===== src/design/gfpd_pkg.sv =====
`timescale 1ns / 1ps
// gfpd_pkg: shared constants, types and helpers for the frequency-watt derating block.
// No dependencies.
package gfpd_pkg;

    localparam int QUALIFY_TICKS_DEF = 3;
    localparam int RAMP_STEPS_DEF    = 60000;
    localparam int HYSTERESIS_DEF    = 30;

    localparam int DERATE_DIV = 1000;
    localparam int RISE_DIV   = 6000;

    localparam int MUL_W  = 32;
    localparam int DVD_W  = 48;
    localparam int DVS_W  = 16;
    localparam int CFG_W  = 20;
    localparam int CIDX_W = 3;

    localparam logic [CIDX_W-1:0] REG_OVER_START   = 3'd0;
    localparam logic [CIDX_W-1:0] REG_OVER_RECOVER = 3'd1;
    localparam logic [CIDX_W-1:0] REG_OVER_DROP    = 3'd2;
    localparam logic [CIDX_W-1:0] REG_OVER_RISE    = 3'd3;
    localparam logic [CIDX_W-1:0] REG_OVER_HOLD    = 3'd4;
    localparam logic [CIDX_W-1:0] REG_UNDER_START  = 3'd5;
    localparam logic [CIDX_W-1:0] REG_UNDER_DROP   = 3'd6;

    localparam int F_ODEC  = 0;
    localparam int F_OBACK = 1;
    localparam int F_OFRZ  = 2;
    localparam int F_UDEC  = 3;
    localparam int F_UBACK = 4;
    localparam int F_UFRZ  = 5;

    localparam logic signed [31:0] FULL_Q30 = 32'sh4000_0000;

    typedef struct packed {
        logic busy;
        logic done;
    } unit_stat_t;

    function automatic logic [15:0] to_q15(input logic signed [33:0] v);
        logic [15:0] r;
        if (v <= 34'sd0) begin
            r = 16'd0;
        end else if (v >= 34'sh0_4000_0000) begin
            r = 16'h8000;
        end else begin
            r = v[30:15];
        end
        return r;
    endfunction

endpackage


===== src/design/grid_frequency_power_derating.sv =====
`timescale 1ns / 1ps
// Frequency-watt power derating. A transaction runs through setup states (accept, prepare,
// dispatch); when a mode is derating, it then takes a bit-serial multiply, a bit-serial divide
// by 1000 and a second bit-serial multiply before the result is loaded; while a mode recovers,
// a single divide gives the ramp step; when no mode is active, the result is loaded directly.
// One transaction is worked at a time; the next is taken while the previous result waits in
// the output register.
// Depends on gfpd_pkg, gfpd_mul, gfpd_div.
module grid_frequency_power_derating #(
    parameter int QUALIFY_TICKS  = gfpd_pkg::QUALIFY_TICKS_DEF,
    parameter int RAMP_STEPS     = gfpd_pkg::RAMP_STEPS_DEF,
    parameter int HYSTERESIS_MHZ = gfpd_pkg::HYSTERESIS_DEF
) (
    input  logic                          aclk,
    input  logic                          aresetn,
    input  logic                          cfg_wr_en,
    input  logic [gfpd_pkg::CIDX_W-1:0]   cfg_index,
    input  logic [gfpd_pkg::CFG_W-1:0]    cfg_wr_data,
    input  logic                          s_valid,
    output logic                          s_ready,
    input  logic                          s_opcode,
    input  logic [15:0]                   s_grid_freq,
    input  logic [15:0]                   s_ac_power,
    input  logic                          s_normal_state,
    output logic                          m_valid,
    input  logic                          m_ready,
    output logic [15:0]                   m_power_limit
);
    import gfpd_pkg::*;

    localparam logic [2:0] ST_IDLE = 3'd0;
    localparam logic [2:0] ST_PREP = 3'd1;
    localparam logic [2:0] ST_DISP = 3'd2;
    localparam logic [2:0] ST_MUL1 = 3'd3;
    localparam logic [2:0] ST_DIV1 = 3'd4;
    localparam logic [2:0] ST_MUL2 = 3'd5;
    localparam logic [2:0] ST_DIVR = 3'd6;
    localparam logic [2:0] ST_FIN  = 3'd7;

    localparam logic [2:0] P_NONE  = 3'd0;
    localparam logic [2:0] P_ODEC  = 3'd1;
    localparam logic [2:0] P_OBACK = 3'd2;
    localparam logic [2:0] P_UDEC  = 3'd3;
    localparam logic [2:0] P_UBACK = 3'd4;

    localparam logic [1:0]  QT   = 2'(QUALIFY_TICKS);
    localparam logic [15:0] RSTP = 16'(RAMP_STEPS);
    localparam logic [16:0] HYS  = 17'(HYSTERESIS_MHZ);

    // configuration
    logic [15:0] ostart_reg, orecov_reg, orise_reg, ohold_reg, ustart_reg;
    logic [19:0] odr_reg, udr_reg;

    // control state
    logic [2:0]  state_reg, state_next;
    logic [2:0]  path_reg, path_next;
    logic [1:0]  trip0_reg, trip0_next, trip1_reg, trip1_next;
    logic [1:0]  clr0_reg, clr0_next, clr1_reg, clr1_next;
    logic [5:0]  flags_reg, flags_next;
    logic signed [31:0] frozen_reg, frozen_next, fref_reg, fref_next;
    logic signed [31:0] prev_reg, prev_next, der_reg, der_next;
    logic [15:0] hold_reg, hold_next, ramp_reg, ramp_next;
    logic        m_valid_reg, m_valid_next;
    logic [15:0] limit_reg, limit_next;

    // transaction payload
    logic        op_reg, op_next, normal_reg, normal_next;
    logic [15:0] grid_reg, grid_next, ac_reg, ac_next;
    logic signed [31:0] base_reg, base_next;
    logic [31:0] abase_reg, abase_next;
    logic        neg_reg, neg_next;

    // serial units
    logic              mul_start, div_start;
    logic [MUL_W-1:0]  mul_a, mul_b;
    logic [2*MUL_W-1:0] mul_p;
    logic [DVD_W-1:0]  div_dvd, div_q;
    logic [DVS_W-1:0]  div_dvs;
    unit_stat_t        mul_stat, div_stat;

    gfpd_mul u_mul (
        .aclk    (aclk),
        .aresetn (aresetn),
        .start   (mul_start),
        .a       (mul_a),
        .b       (mul_b),
        .p       (mul_p),
        .stat    (mul_stat)
    );

    gfpd_div u_div (
        .aclk     (aclk),
        .aresetn  (aresetn),
        .start    (div_start),
        .dividend (div_dvd),
        .divisor  (div_dvs),
        .quotient (div_q),
        .stat     (div_stat)
    );

    function automatic logic [1:0] qinc(input logic [1:0] c);
        return (c >= QT) ? QT : c + 2'd1;
    endfunction

    function automatic logic signed [31:0] sat32(input logic signed [49:0] v);
        logic signed [31:0] r;
        if (v > 50'sh7FFF_FFFF) begin
            r = 32'sh7FFF_FFFF;
        end else if (v < -50'sh8000_0000) begin
            r = 32'sh8000_0000;
        end else begin
            r = v[31:0];
        end
        return r;
    endfunction

    assign s_ready       = (state_reg == ST_IDLE);
    assign m_valid       = m_valid_reg;
    assign m_power_limit = limit_reg;

    always_comb begin
        logic [1:0]         t;
        logic signed [31:0] acq, accl, fz, base, p, pf;
        logic signed [16:0] df;
        logic [15:0]        adf;
        logic [19:0]        ratio;
        logic signed [49:0] res, mm;
        logic signed [33:0] s34;
        logic [15:0]        hn;

        state_next   = state_reg;
        path_next    = path_reg;
        trip0_next   = trip0_reg;
        trip1_next   = trip1_reg;
        clr0_next    = clr0_reg;
        clr1_next    = clr1_reg;
        flags_next   = flags_reg;
        frozen_next  = frozen_reg;
        fref_next    = fref_reg;
        prev_next    = prev_reg;
        der_next     = der_reg;
        hold_next    = hold_reg;
        ramp_next    = ramp_reg;
        limit_next   = limit_reg;
        m_valid_next = m_valid_reg && !m_ready;
        op_next      = op_reg;
        normal_next  = normal_reg;
        grid_next    = grid_reg;
        ac_next      = ac_reg;
        base_next    = base_reg;
        abase_next   = abase_reg;
        neg_next     = neg_reg;
        mul_start    = 1'b0;
        div_start    = 1'b0;
        mul_a        = '0;
        mul_b        = '0;
        div_dvd      = '0;
        div_dvs      = '0;

        acq   = $signed({1'b0, ac_reg, 15'd0});
        accl  = (acq > FULL_Q30) ? FULL_Q30 : acq;
        t     = '0;
        fz    = '0;
        base  = '0;
        df    = '0;
        adf   = '0;
        ratio = '0;
        mm    = $signed({2'b00, mul_p[63:16]});
        res   = neg_reg ? (50'(base_reg) + mm) : (50'(base_reg) - mm);
        p     = '0;
        pf    = '0;
        s34   = '0;
        hn    = '0;

        case (state_reg)
            ST_IDLE: begin
                if (s_valid) begin
                    op_next     = s_opcode;
                    grid_next   = s_grid_freq;
                    ac_next     = s_ac_power;
                    normal_next = s_normal_state;
                    state_next  = ST_PREP;
                end
            end
            ST_PREP: begin
                if (!op_reg) begin
                    if (grid_reg > ostart_reg) begin
                        clr0_next  = '0;
                        t          = qinc(trip0_reg);
                        trip0_next = t;
                        if (t >= QT) begin
                            flags_next[F_ODEC]  = 1'b1;
                            flags_next[F_OBACK] = 1'b1;
                            if (!flags_reg[F_OFRZ]) begin
                                frozen_next        = accl;
                                prev_next          = acq;
                                fref_next          = accl;
                                flags_next[F_OFRZ] = 1'b1;
                            end
                            hold_next = '0;
                        end
                    end else if (({1'b0, grid_reg} + HYS) < {1'b0, ostart_reg}) begin
                        trip0_next = '0;
                        t          = qinc(clr0_reg);
                        clr0_next  = t;
                        if (t >= QT) begin
                            flags_next[F_ODEC] = 1'b0;
                            flags_next[F_OFRZ] = 1'b0;
                        end
                    end
                end else begin
                    if (grid_reg < ustart_reg) begin
                        clr1_next  = '0;
                        t          = qinc(trip1_reg);
                        trip1_next = t;
                        if (t >= QT) begin
                            flags_next[F_UDEC]  = 1'b1;
                            flags_next[F_UBACK] = 1'b1;
                            flags_next[F_UFRZ]  = 1'b1;
                            ramp_next           = '0;
                            fz          = flags_reg[F_UFRZ] ? frozen_reg : acq;
                            frozen_next = (fz > FULL_Q30) ? FULL_Q30 : fz;
                        end
                    end else begin
                        trip1_next = '0;
                        t          = qinc(clr1_reg);
                        clr1_next  = t;
                        if (t >= QT) begin
                            flags_next[F_UDEC] = 1'b0;
                            flags_next[F_UFRZ] = 1'b0;
                        end
                    end
                end
                state_next = ST_DISP;
            end
            ST_DISP: begin
                if (!op_reg) begin
                    base  = (grid_reg > orecov_reg) ? fref_reg : frozen_reg;
                    df    = $signed({1'b0, grid_reg}) - $signed({1'b0, ostart_reg});
                    ratio = odr_reg;
                end else begin
                    base  = frozen_reg;
                    df    = $signed({1'b0, ustart_reg}) - $signed({1'b0, grid_reg});
                    ratio = udr_reg;
                end
                adf        = df[16] ? 16'(-df) : df[15:0];
                base_next  = base;
                abase_next = base[31] ? 32'(-base) : 32'(base);
                neg_next   = df[16] ^ base[31];
                if ((!op_reg && flags_reg[F_ODEC]) || (op_reg && flags_reg[F_UDEC])) begin
                    path_next  = op_reg ? P_UDEC : P_ODEC;
                    mul_start  = 1'b1;
                    mul_a      = {16'd0, adf};
                    mul_b      = {12'd0, ratio};
                    state_next = ST_MUL1;
                end else if (!op_reg && flags_reg[F_OBACK]) begin
                    path_next  = P_OBACK;
                    div_start  = 1'b1;
                    div_dvd    = {17'd0, orise_reg, 15'd0};
                    div_dvs    = 16'(RISE_DIV);
                    state_next = ST_DIVR;
                end else if (op_reg && flags_reg[F_UBACK]) begin
                    path_next  = P_UBACK;
                    div_start  = 1'b1;
                    div_dvd    = {2'd0, ramp_reg, 30'd0};
                    div_dvs    = RSTP;
                    state_next = ST_DIVR;
                end else begin
                    path_next  = P_NONE;
                    state_next = ST_FIN;
                end
            end
            ST_MUL1: begin
                if (mul_stat.done) begin
                    div_start  = 1'b1;
                    div_dvd    = mul_p[DVD_W-1:0];
                    div_dvs    = 16'(DERATE_DIV);
                    state_next = ST_DIV1;
                end
            end
            ST_DIV1: begin
                if (div_stat.done) begin
                    mul_start  = 1'b1;
                    mul_a      = abase_reg;
                    mul_b      = div_q[MUL_W-1:0];
                    state_next = ST_MUL2;
                end
            end
            ST_MUL2: begin
                if (mul_stat.done) begin
                    state_next = ST_FIN;
                end
            end
            ST_DIVR: begin
                if (div_stat.done) begin
                    state_next = ST_FIN;
                end
            end
            ST_FIN: begin
                if (!m_valid_reg || m_ready) begin
                    m_valid_next = 1'b1;
                    state_next   = ST_IDLE;
                    case (path_reg)
                        P_ODEC: begin
                            p  = sat32(res);
                            pf = frozen_reg;
                            if (grid_reg > orecov_reg) begin
                                if (p > prev_reg) begin
                                    p = prev_reg;
                                end
                                prev_next   = p;
                                frozen_next = p;
                                pf          = p;
                            end
                            if (p > pf) begin
                                p = pf;
                            end else if (p < 32'sd0) begin
                                p = '0;
                            end
                            der_next   = p;
                            limit_next = to_q15(34'(p));
                        end
                        P_UDEC: begin
                            p = sat32(res);
                            if (p > FULL_Q30) begin
                                p = FULL_Q30;
                            end else if (p < 32'sd0) begin
                                p = '0;
                            end
                            der_next   = p;
                            limit_next = to_q15(34'(p));
                        end
                        P_OBACK: begin
                            p = der_reg;
                            if (grid_reg < orecov_reg) begin
                                hn = hold_reg + 16'd1;
                                if (hn >= ohold_reg) begin
                                    hold_next = ohold_reg;
                                    s34 = 34'(der_reg) + $signed({2'b00, div_q[31:0]});
                                    if (s34 > 34'(FULL_Q30)) begin
                                        p                   = FULL_Q30;
                                        flags_next[F_OBACK] = 1'b0;
                                    end else if (s34 < 34'sd0) begin
                                        p = '0;
                                    end else begin
                                        p = s34[31:0];
                                    end
                                    der_next = p;
                                end else begin
                                    hold_next = hn;
                                end
                            end
                            limit_next = to_q15(34'(p));
                        end
                        P_UBACK: begin
                            s34 = 34'(frozen_reg) + $signed({2'b00, div_q[31:0]});
                            hn  = normal_reg ? ramp_reg + 16'd1 : 16'd0;
                            if (hn >= RSTP) begin
                                ramp_next           = '0;
                                flags_next[F_UBACK] = 1'b0;
                            end else begin
                                ramp_next = hn;
                            end
                            if (s34 > 34'(FULL_Q30)) begin
                                s34 = 34'(FULL_Q30);
                            end
                            limit_next = to_q15(s34);
                        end
                        default: begin
                            limit_next = 16'h8000;
                        end
                    endcase
                end
            end
            default: begin
                state_next = ST_IDLE;
            end
        endcase
    end

    always_ff @(posedge aclk) begin
        if (!aresetn) begin
            ostart_reg <= 16'd50200;
            orecov_reg <= 16'd50150;
            odr_reg    <= 20'd26214;
            orise_reg  <= 16'd3277;
            ohold_reg  <= 16'd100;
            ustart_reg <= 16'd47500;
            udr_reg    <= 20'd26214;
        end else if (cfg_wr_en) begin
            case (cfg_index)
                REG_OVER_START:   ostart_reg <= cfg_wr_data[15:0];
                REG_OVER_RECOVER: orecov_reg <= cfg_wr_data[15:0];
                REG_OVER_DROP:    odr_reg    <= cfg_wr_data;
                REG_OVER_RISE:    orise_reg  <= cfg_wr_data[15:0];
                REG_OVER_HOLD:    ohold_reg  <= cfg_wr_data[15:0];
                REG_UNDER_START:  ustart_reg <= cfg_wr_data[15:0];
                REG_UNDER_DROP:   udr_reg    <= cfg_wr_data;
                default: begin
                end
            endcase
        end
    end

    always_ff @(posedge aclk) begin
        if (!aresetn) begin
            state_reg   <= ST_IDLE;
            path_reg    <= P_NONE;
            trip0_reg   <= '0;
            trip1_reg   <= '0;
            clr0_reg    <= '0;
            clr1_reg    <= '0;
            flags_reg   <= '0;
            frozen_reg  <= '0;
            fref_reg    <= '0;
            prev_reg    <= '0;
            der_reg     <= '0;
            hold_reg    <= '0;
            ramp_reg    <= '0;
            m_valid_reg <= 1'b0;
            limit_reg   <= '0;
        end else begin
            state_reg   <= state_next;
            path_reg    <= path_next;
            trip0_reg   <= trip0_next;
            trip1_reg   <= trip1_next;
            clr0_reg    <= clr0_next;
            clr1_reg    <= clr1_next;
            flags_reg   <= flags_next;
            frozen_reg  <= frozen_next;
            fref_reg    <= fref_next;
            prev_reg    <= prev_next;
            der_reg     <= der_next;
            hold_reg    <= hold_next;
            ramp_reg    <= ramp_next;
            m_valid_reg <= m_valid_next;
            limit_reg   <= limit_next;
        end
    end

    always_ff @(posedge aclk) begin
        op_reg     <= op_next;
        normal_reg <= normal_next;
        grid_reg   <= grid_next;
        ac_reg     <= ac_next;
        base_reg   <= base_next;
        abase_reg  <= abase_next;
        neg_reg    <= neg_next;
    end

    a_over_frz: assert property (@(posedge aclk) disable iff (!aresetn)
        flags_reg[F_ODEC] == flags_reg[F_OFRZ])
        else $error("over-frequency derate and freeze flags disagree");

    a_under_frz: assert property (@(posedge aclk) disable iff (!aresetn)
        flags_reg[F_UDEC] == flags_reg[F_UFRZ])
        else $error("under-frequency derate and freeze flags disagree");

    a_qual_cnt: assert property (@(posedge aclk) disable iff (!aresetn)
        trip0_reg <= QT && trip1_reg <= QT && clr0_reg <= QT && clr1_reg <= QT)
        else $error("qualifier count beyond limit");

    a_one_unit: assert property (@(posedge aclk) disable iff (!aresetn)
        !(mul_stat.busy && div_stat.busy))
        else $error("multiplier and divider busy together");

endmodule


===== src/design/gfpd_mul.sv =====
`timescale 1ns / 1ps
// gfpd_mul: bit-serial shift-add multiplier, one multiplier bit per cycle.
// Depends on gfpd_pkg.
module gfpd_mul (
    input  logic                                aclk,
    input  logic                                aresetn,
    input  logic                                start,
    input  logic [gfpd_pkg::MUL_W-1:0]          a,
    input  logic [gfpd_pkg::MUL_W-1:0]          b,
    output logic [2*gfpd_pkg::MUL_W-1:0]        p,
    output gfpd_pkg::unit_stat_t                stat
);
    import gfpd_pkg::*;

    localparam int CNT_W = $clog2(MUL_W);

    logic [MUL_W-1:0]   a_reg;
    logic [2*MUL_W-1:0] prod_reg;
    logic [CNT_W-1:0]   cnt_reg;
    logic               busy_reg;
    logic               done_reg;
    logic [MUL_W:0]     sum;

    assign sum = {1'b0, prod_reg[2*MUL_W-1:MUL_W]} + (prod_reg[0] ? {1'b0, a_reg} : '0);

    always_ff @(posedge aclk) begin
        if (!aresetn) begin
            busy_reg <= 1'b0;
            done_reg <= 1'b0;
            cnt_reg  <= '0;
        end else begin
            done_reg <= 1'b0;
            if (start) begin
                busy_reg <= 1'b1;
                cnt_reg  <= '0;
            end else if (busy_reg) begin
                cnt_reg <= cnt_reg + 1'b1;
                if (cnt_reg == CNT_W'(MUL_W - 1)) begin
                    busy_reg <= 1'b0;
                    done_reg <= 1'b1;
                end
            end
        end
    end

    always_ff @(posedge aclk) begin
        if (start) begin
            a_reg    <= a;
            prod_reg <= {{MUL_W{1'b0}}, b};
        end else if (busy_reg) begin
            prod_reg <= {sum, prod_reg[MUL_W-1:1]};
        end
    end

    assign p         = prod_reg;
    assign stat.busy = busy_reg;
    assign stat.done = done_reg;

endmodule


===== src/design/gfpd_div.sv =====
`timescale 1ns / 1ps
// gfpd_div: bit-serial restoring divider, one quotient bit per cycle.
// Depends on gfpd_pkg.
module gfpd_div (
    input  logic                          aclk,
    input  logic                          aresetn,
    input  logic                          start,
    input  logic [gfpd_pkg::DVD_W-1:0]    dividend,
    input  logic [gfpd_pkg::DVS_W-1:0]    divisor,
    output logic [gfpd_pkg::DVD_W-1:0]    quotient,
    output gfpd_pkg::unit_stat_t          stat
);
    import gfpd_pkg::*;

    localparam int CNT_W = $clog2(DVD_W);

    logic [DVS_W-1:0] dvs_reg;
    logic [DVS_W-1:0] rem_reg;
    logic [DVD_W-1:0] quo_reg;
    logic [CNT_W-1:0] cnt_reg;
    logic             busy_reg;
    logic             done_reg;
    logic [DVS_W:0]   trial;
    logic [DVS_W:0]   diff;
    logic             ge;

    assign trial = {rem_reg, quo_reg[DVD_W-1]};
    assign ge    = trial >= {1'b0, dvs_reg};
    assign diff  = trial - {1'b0, dvs_reg};

    always_ff @(posedge aclk) begin
        if (!aresetn) begin
            busy_reg <= 1'b0;
            done_reg <= 1'b0;
            cnt_reg  <= '0;
        end else begin
            done_reg <= 1'b0;
            if (start) begin
                busy_reg <= 1'b1;
                cnt_reg  <= '0;
            end else if (busy_reg) begin
                cnt_reg <= cnt_reg + 1'b1;
                if (cnt_reg == CNT_W'(DVD_W - 1)) begin
                    busy_reg <= 1'b0;
                    done_reg <= 1'b1;
                end
            end
        end
    end

    always_ff @(posedge aclk) begin
        if (start) begin
            dvs_reg <= divisor;
            rem_reg <= '0;
            quo_reg <= dividend;
        end else if (busy_reg) begin
            rem_reg <= ge ? diff[DVS_W-1:0] : trial[DVS_W-1:0];
            quo_reg <= {quo_reg[DVD_W-2:0], ge};
        end
    end

    assign quotient  = quo_reg;
    assign stat.busy = busy_reg;
    assign stat.done = done_reg;

endmodule


===== config.mk =====
export PLATFORM = sky130hd
export DESIGN_NAME = grid_frequency_power_derating
export DESIGN_NICKNAME = d
export VERILOG_FILES = /design/src/design/gfpd_pkg.sv /design/src/design/grid_frequency_power_derating.sv /design/src/design/gfpd_mul.sv /design/src/design/gfpd_div.sv
export SDC_FILE = /design/constraint.sdc
export NUM_CORES = 2
export LEC_CHECK = 0
export BUFFER_PORTS_ARGS = -buffer_cell sky130_fd_sc_hd__buf_2
export CAP_MARGIN = 20
export CORE_ASPECT_RATIO = 0.9
export CORE_UTILIZATION = 30
export DETAILED_ROUTE_END_ITERATION = 7
export PLACE_DENSITY_LB_ADDON = 0.25
export SYNTH_ARGS = -nofsm -noshare
export SYNTH_HDL_FRONTEND = slang
export SYNTH_SLANG_ARGS = --single-unit

===== constraint.sdc =====
create_clock -name aclk -period 15.76 [get_ports aclk]
set_clock_uncertainty 0.2 [all_clocks]
set_input_delay 4.728 -clock aclk [delete_from_list [all_inputs] [get_ports aclk]]
set_output_delay 4.728 -clock aclk [all_outputs]
set_load 0.05 [all_outputs]

# Yosys cells after proc, flatten, opt, wreduce, memory -nomap -nowiden
# Index checks and enable logic that the tools add are counted.
[totals] out_inout_bits=18 regBits=607 in_bits=62 word_cells=376
[op_classes] n_eq_ne=47 addsub=19 bitwise_logic=6 order_cmp=36 n_reduce_logical=45 n_mux=178
[ops] cell="32-bit 2-to-1 mux" n=57
[ops] cell="16-bit 2-to-1 mux" n=28
[ops] cell="32-bit case mux with 2 select lines" n=4
[ops] cell="48-bit 2-to-1 mux" n=3
[ops] cell="46-bit 2-to-1 mux" n=3
[ops] cell="34-bit 2-to-1 mux" n=4
[ops] cell="32-bit >= comparator, second input constant" n=3
[ops] cell="32-bit by 1-bit less-or-equal comparator with 1-bit output, second input constant" n=3
[ops] cell="16-bit case mux with 2 select lines" n=3
[ops] cell="32-bit case mux with 3 select lines" n=1
[ops] cell="48-bit case mux with 2 select lines" n=1
[ops] cell="32-bit by 33-bit adder with 34-bit output" n=2
[ops] cell="34-bit by 32-bit > comparator with 1-bit output, second input constant" n=2
[ops] cell="32-bit > comparator" n=2
[ops] cell="32-bit > comparator, second input constant" n=2
[ops] cell="32-bit by 1-bit less-than comparator with 1-bit output, second input constant" n=2
[ops] cell="16-bit case mux with 4 select lines" n=1
[ops] cell="31-bit 2-to-1 mux" n=2
[ops] cell="32-bit by 49-bit adder with 50-bit output" n=1
[ops] cell="50-bit by 32-bit > comparator with 1-bit output, second input constant" n=1
[ops] cell="50-bit by 32-bit less-than comparator with 1-bit output, second input constant" n=1
[ops] cell="50-bit 2-to-1 mux" n=1
[ops] cell="32-bit by 49-bit subtractor with 50-bit output" n=1
[ops] cell="20-bit 2-to-1 mux" n=2
[ops] cell="other kinds (54)" n=201

# Logic depth before layout (Yosys ltp)
[logic_depth] ltp_word=24 mapped_depth=66 depth_no_buf=60

# Cells and area by module
# From an unflattened synthesis, not the netlist that was laid out.
[unflattened] hier_cells=5221 area_unflattened_um2=43078.8
[by_module_without_submodules] mod="grid_frequency_power_derating" area_per_inst_um2=32865.3 n_inst=1 cells_each=4279
[by_module_without_submodules] mod="gfpd_mul" area_per_inst_um2=5689.2 n_inst=1 cells_each=548
[by_module_without_submodules] mod="gfpd_div" area_per_inst_um2=4524.3 n_inst=1 cells_each=394

# Worst setup path before layout
# No wires, ideal clock.
[synth_timing] path_type="register to register" startpoint="register u_mul.prod_reg[16], in the netlist u_mul.p[16]" endpoint="register der_reg[22]" slack_ns=3.823 arrival_ns=11.600 stages_incl_launch_ff=62 path_buffers=7 required_ns=15.423 cell_sequence="edfxtp_1 > inv_1 > ha_1 > nand2b_1 > or4_1 > nor2_1 > nand3b_1 > nor2_1 > and2_1 > nand2_1 > nor3_1 > nand2_1 > nor2_1 > a21oi_1 > xor2_1 > ha_1 > clkbuf_1 > a21o_1 > (+26 left out) > nand4_1 > nor2_1 > inv_1 > nor3_1 > o2111ai_1 > a21oi_1 > nor4_1 > o21ai_0 > and3_1 > clkbuf_1 > inv_1 > nand2_1 > clkbuf_1 > a21oi_1 > a221oi_1 > nor2_1 > a221oi_1 > a211oi_1"
[synth_via] elab_chain_cells=21
[synth_rtl] element="from (decl)" line="gfpd_mul.sv:18" source="logic [2*MUL_W-1:0] prod_reg;"
[synth_rtl] element="from (signal assigned)" line="gfpd_mul.sv:49" source="prod_reg <= {{MUL_W{1'b0}}, b};"
[synth_rtl] element="from (signal assigned)" line="gfpd_mul.sv:51" source="prod_reg <= {sum, prod_reg[MUL_W-1:1]};"
[synth_rtl] element="32-bit by 49-bit subtractor with 50-bit output / 32-bit by 49-bit adder with 50-bit output (equally long branches)" line="grid_frequency_power_derating.sv:169" source="res = neg_reg ? (50'(base_reg) + mm) : (50'(base_reg) - mm);"
[synth_rtl] element="50-bit 2-to-1 mux (*)" line="grid_frequency_power_derating.sv:169"
[synth_rtl] element="50-bit by 32-bit less-than comparator with 1-bit output" line="grid_frequency_power_derating.sv:109" source="end else if (v < -50'sh8000_0000) begin"
[synth_rtl] element="32-bit 2-to-1 mux" line="grid_frequency_power_derating.sv:109"
[synth_rtl] element="32-bit 2-to-1 mux (*)" line="grid_frequency_power_derating.sv:107" source="if (v > 50'sh7FFF_FFFF) begin"
[synth_rtl] element="32-bit 2-to-1 mux" line="grid_frequency_power_derating.sv:303" source="case (path_reg)"
[synth_rtl] element="32-bit 2-to-1 mux" line="grid_frequency_power_derating.sv:300" source="if (!m_valid_reg || m_ready) begin"
[synth_rtl] element="32-bit 2-to-1 mux" line="grid_frequency_power_derating.sv:175" source="case (state_reg)"
[synth_rtl] element="(+5 left out)"
[synth_rtl] element="32-bit 2-to-1 mux" line="grid_frequency_power_derating.sv:175"
[synth_rtl] element="32-bit by 1-bit less-than comparator with 1-bit output" line="grid_frequency_power_derating.sv:317" source="end else if (p < 32'sd0) begin"
[synth_rtl] element="32-bit 2-to-1 mux" line="grid_frequency_power_derating.sv:317"
[synth_rtl] element="32-bit 2-to-1 mux" line="grid_frequency_power_derating.sv:315" source="if (p > pf) begin"
[synth_rtl] element="32-bit 2-to-1 mux" line="grid_frequency_power_derating.sv:303"
[synth_rtl] element="32-bit 2-to-1 mux" line="grid_frequency_power_derating.sv:300"
[synth_rtl] element="32-bit 2-to-1 mux" line="grid_frequency_power_derating.sv:175"
[synth_rtl] element="32-bit case mux with 3 select lines (*)" line="grid_frequency_power_derating.sv:303"
[synth_rtl] element="to (signal assigned)" line="grid_frequency_power_derating.sv:433" source="der_reg <= der_next;"
[synth_rtl] element="to (decl)" line="grid_frequency_power_derating.sv:61" source="logic signed [31:0] prev_reg, prev_next, der_reg, der_next;"
# Every way passes the cells marked *; elsewhere a longest branch is shown, timed or not. The select of a mux whose other input is x is not followed.
# A chain may end at the register's enable or synchronous reset.

# Worst setup path in the final report
[layout_timing] startpoint="register u_mul.prod_reg[16], in the netlist u_mul.p[16]" endpoint="register limit_reg[4], in the netlist m_power_limit[4]"
[layout_via] elab_chain_cells=24
[layout_rtl] element="32-bit by 49-bit subtractor with 50-bit output / 32-bit by 49-bit adder with 50-bit output (equally long branches)" line="grid_frequency_power_derating.sv:169"
[layout_rtl] element="50-bit 2-to-1 mux (*)" line="grid_frequency_power_derating.sv:169"
[layout_rtl] element="50-bit by 32-bit less-than comparator with 1-bit output" line="grid_frequency_power_derating.sv:109"
[layout_rtl] element="32-bit 2-to-1 mux" line="grid_frequency_power_derating.sv:109"
[layout_rtl] element="32-bit 2-to-1 mux (*)" line="grid_frequency_power_derating.sv:107"
[layout_rtl] element="32-bit 2-to-1 mux" line="grid_frequency_power_derating.sv:303"
[layout_rtl] element="32-bit 2-to-1 mux" line="grid_frequency_power_derating.sv:300"
[layout_rtl] element="32-bit 2-to-1 mux" line="grid_frequency_power_derating.sv:175"
[layout_rtl] element="(+8 left out)"
[layout_rtl] element="32-bit 2-to-1 mux" line="grid_frequency_power_derating.sv:315"
[layout_rtl] element="32-bit 2-to-1 mux" line="grid_frequency_power_derating.sv:303"
[layout_rtl] element="32-bit 2-to-1 mux" line="grid_frequency_power_derating.sv:300"
[layout_rtl] element="32-bit 2-to-1 mux" line="grid_frequency_power_derating.sv:175"
[layout_rtl] element="32-bit >= comparator" line="gfpd_pkg.sv:45" source="end else if (v >= 34'sh0_4000_0000) begin"
[layout_rtl] element="16-bit 2-to-1 mux" line="gfpd_pkg.sv:45"
[layout_rtl] element="16-bit 2-to-1 mux" line="gfpd_pkg.sv:43" source="if (v <= 34'sd0) begin"
[layout_rtl] element="16-bit case mux with 4 select lines (*)" line="grid_frequency_power_derating.sv:303"
[layout_rtl] element="to (signal assigned)" line="grid_frequency_power_derating.sv:437" source="limit_reg <= limit_next;"
[layout_rtl] element="to (decl)" line="grid_frequency_power_derating.sv:64" source="logic [15:0] limit_reg, limit_next;"
# Marks and branches as above.

==> metrics <==
status=finished with violations; failing checks=DRC; Yosys warning count=0; Synth top area share=17.7%; Clock Tree Buf Depth=3; critical path capture point type=flip-flop; largest net degree at the start of global routing=78; Synth area leaders=dfxtp_1 (18%), edfxtp_1 (16%), ha_1 (9.7%), a21oi_1 (6.3%), nand2_1 (5.8%); Synth Cell Area=0.0410 mm^2; clock slew at reported path FFs=60 ps; CP required=16,130 ps; Ports=80; grt total ovfl=0; Nets=5,437; area grow syn2layout=11.6%; Leakage=18.2 nW; Yosys cell types=104; switching part of the total power=46.5%; delay of the slowest critical-path stage=560 ps; Slowest-stage cell, CP=nor4_1; clock sink total=577; Primary FF master, synth=dfxtp_1; asr flop ratio synth=0%; Core ar.=0.135 mm^2; capture point of the worst path=m_power_limit[4]; share of power burned in the clock network=22.4%; Least-Margin Pin Slew=1080 ps; Pint=0.00390 W; vias in the first global route=35,900; power density over the cells=160 mW/mm^2; final setup vio count=0; synthesized instance count=5,059; Die Footprint=0.138 mm^2; GPL Wtd Cong=0.971; initial antenna violation count=2; setup TNS=0 ps; CTS root buf=clkbuf_16; R2R Path End=m_power_limit[4]; DRC errors left=1; post-CTS sizing=0; Port-buffer cells=79; crit path launch=u_mul.p[16]; Initial Util=30.3%; type of origin of the critical path=flip-flop; Max-slew headroom=27.5%; count leader, synth=nand2_1; RSZ-0062 raised after global routing=false; Die Y=353 um; Sequential Power Share=24.7%; flop2flop setup slack=960 ps; syn_nets=5,446; max_cap viols=0; Psw=0.00339 W; multi-input logic area=0.0253 mm^2; WL/cell=22.9 um; period utilization=93.9%; Non-Filler Cell Area, Final=0.0457 mm^2; Setup Fix Bufs, Post-CTS=0; Worst R2R Start=u_mul.p[16]; top cells by count, synth=nand2_1 (628), a21oi_1 (515), nor2_1 (493); First-pass DRT Iterations=8; fill cell count=14,200; Worst Reg-to-Reg Cells=60; Comb power frac=52.8%; FMAX=67.6 MHz; CP max FO=17; sequential fraction of the synthesis area=33.5%; Yosys reg bits=577; CTS tree=done; crit path time final=14,800 ps; first-pass GRT wire length=236,000 um; layout cells sized above 1=7.17%; Worst-Skew Late Latency=660 ps; # diodes=0; Total GRT Usage=22.4%; Max Slew Vio Count=0; CTS buffer count=71; average vias per placed instance=5.51; Post-synth EDFFs=215; hold_sp=ohold_reg[11]; post-route antenna net violation count=0; Setup CP Type=flip-flop to flip-flop; worst min path class=flip-flop to flip-flop; vias=38,100; Syn Area/Cell=8.10 um^2; worst vdd rail ir drop=0.110 mV; most used cell, CP=a21oi_1; Initial DRC Count=3,869; Final Hold Vio Count=0; Die W=392 um; Std-Cell Rows=128; detailed placement HPWL=121,000 um; Largest register FFs=64; CTS Hold Bufs=0; Synth area leader=dfxtp_1; DRT Wirelength=159,000 um; Cell Area, Placed=0.0434 mm^2; H-tree Lvls=3; Reg area=0.0137 mm^2; crit path DAT=15,160 ps
how the worst min path moves through the flow:
stage / endpoint / slack, ps / depth (start not counted)
6_report: ohold_reg[11] / 250 / 2
5_1_grt: ostart_reg[5] / 270 / 2
4_1_cts: fref_reg[19] / 250 / 2
3_5_place_dp: udr_reg[7] / 250 / 2
3_3_place_gp: fref_reg[19] / 240 / 2
2_1_floorplan: fref_reg[18] / 230 / 2
cells in the final DEF (no fill, tap or decap), drive strengths merged, types with 14 or more instances in the layout:
master   netlist  layout
nor3          88      88
o21ai        287     287
nor3b         21      21
a211oi        54      54
and2          81      81
nand3        159     159
a221oi        30      30
a32oi         16      16
o21a          29      29
ha           318     318
o31ai         24      24
nor4          50      50
nand2        630     630
xor2         127     127
buf           38     173
o21bai        33      33
nor2b         42      42
and3          39      39
nand2b        52      52
nand4         56      56
edfxtp       215     215
nor2         493     493
a21o         115     115
dfxtp        362     362
a22oi         85      85
o22a          14      14
a21oi        518     518
clkinv         1      14
a2111oi       25      25
o22ai         20      20
xnor2        148     148
clkbuf       217     105
a221o         25      25
inv          260     263
or3           32      32
o211ai        39      39
a31oi         29      29
a22o          15      15
mux2i         70      70
kinds of logic (layout without fill, tap and decap cells):
group / count (synthesis) / count (layout) / share of synthesized area [%]
simple gates: 1806 / 1806 / 20.4
flops: 577 / 577 / 33.5
fa+ha+maj: 325 / 325 / 10.1
compound gates: 1482 / 1482 / 23.3
mux: 78 / 78 / 1.93
buf+inv: 516 / 560 / 4.93
xor+xnor: 275 / 275 / 5.88
per-layer routing:
metal	wire, um	GRT usage (%)	up-vias
met5	0	0	-
li1	-	-	18300
met2	69000	34.2	1351
met1	73500	31.7	18300
met3	11500	3.84	225
met4	4780	7.05	0
power by group through the flow:
stage	clock network (W)	logic, W	registers (W)
floorplan	0	0.00252	0.00176
global placement	0	0.00375	0.00184
detailed placement	0	0.00373	0.00184
CTS	0.00167	0.00376	0.00180
global route	0.00173	0.00416	0.00182
finish	0.00164	0.00385	0.00181
layout make-up:
cell class,count,area share (%)
tap,1820,4.98
sequential,577,30.0
timing repair buffer,173,2.50
clock buffer,105,4.41
multi-input combinational,3966,55.4
clock inverter,21,0.550
inverter,261,2.15
per-stage QoR:
step                utilization, %  hold slack, ps  power, W  std cells  setup WS [ps]
global placement              32.1             239   0.00559       6793            815
global route                  33.8             268   0.00771       6923           41.5
CTS                           33.8             253   0.00723       6921            421
detailed placement            32.1             246   0.00557       6795            488
finish                        33.8             252   0.00730       6923            964
floorplan                        -             232   0.00428       5059           3820
critical path, delay by kind of cell (launching register included):
kind                     cells  cell delay, ps
AO/OA/AOI/OAI               21            4530
XOR/XNOR                     1             170
adder cells (fa/ha/maj)      4            1070
buffers and inverters        9            1820
flip-flops                   1             470
multiplexers                 2             360
AND/OR/NAND/NOR             23            6080
No activity file was read; power rests on OpenSTA's default activity.
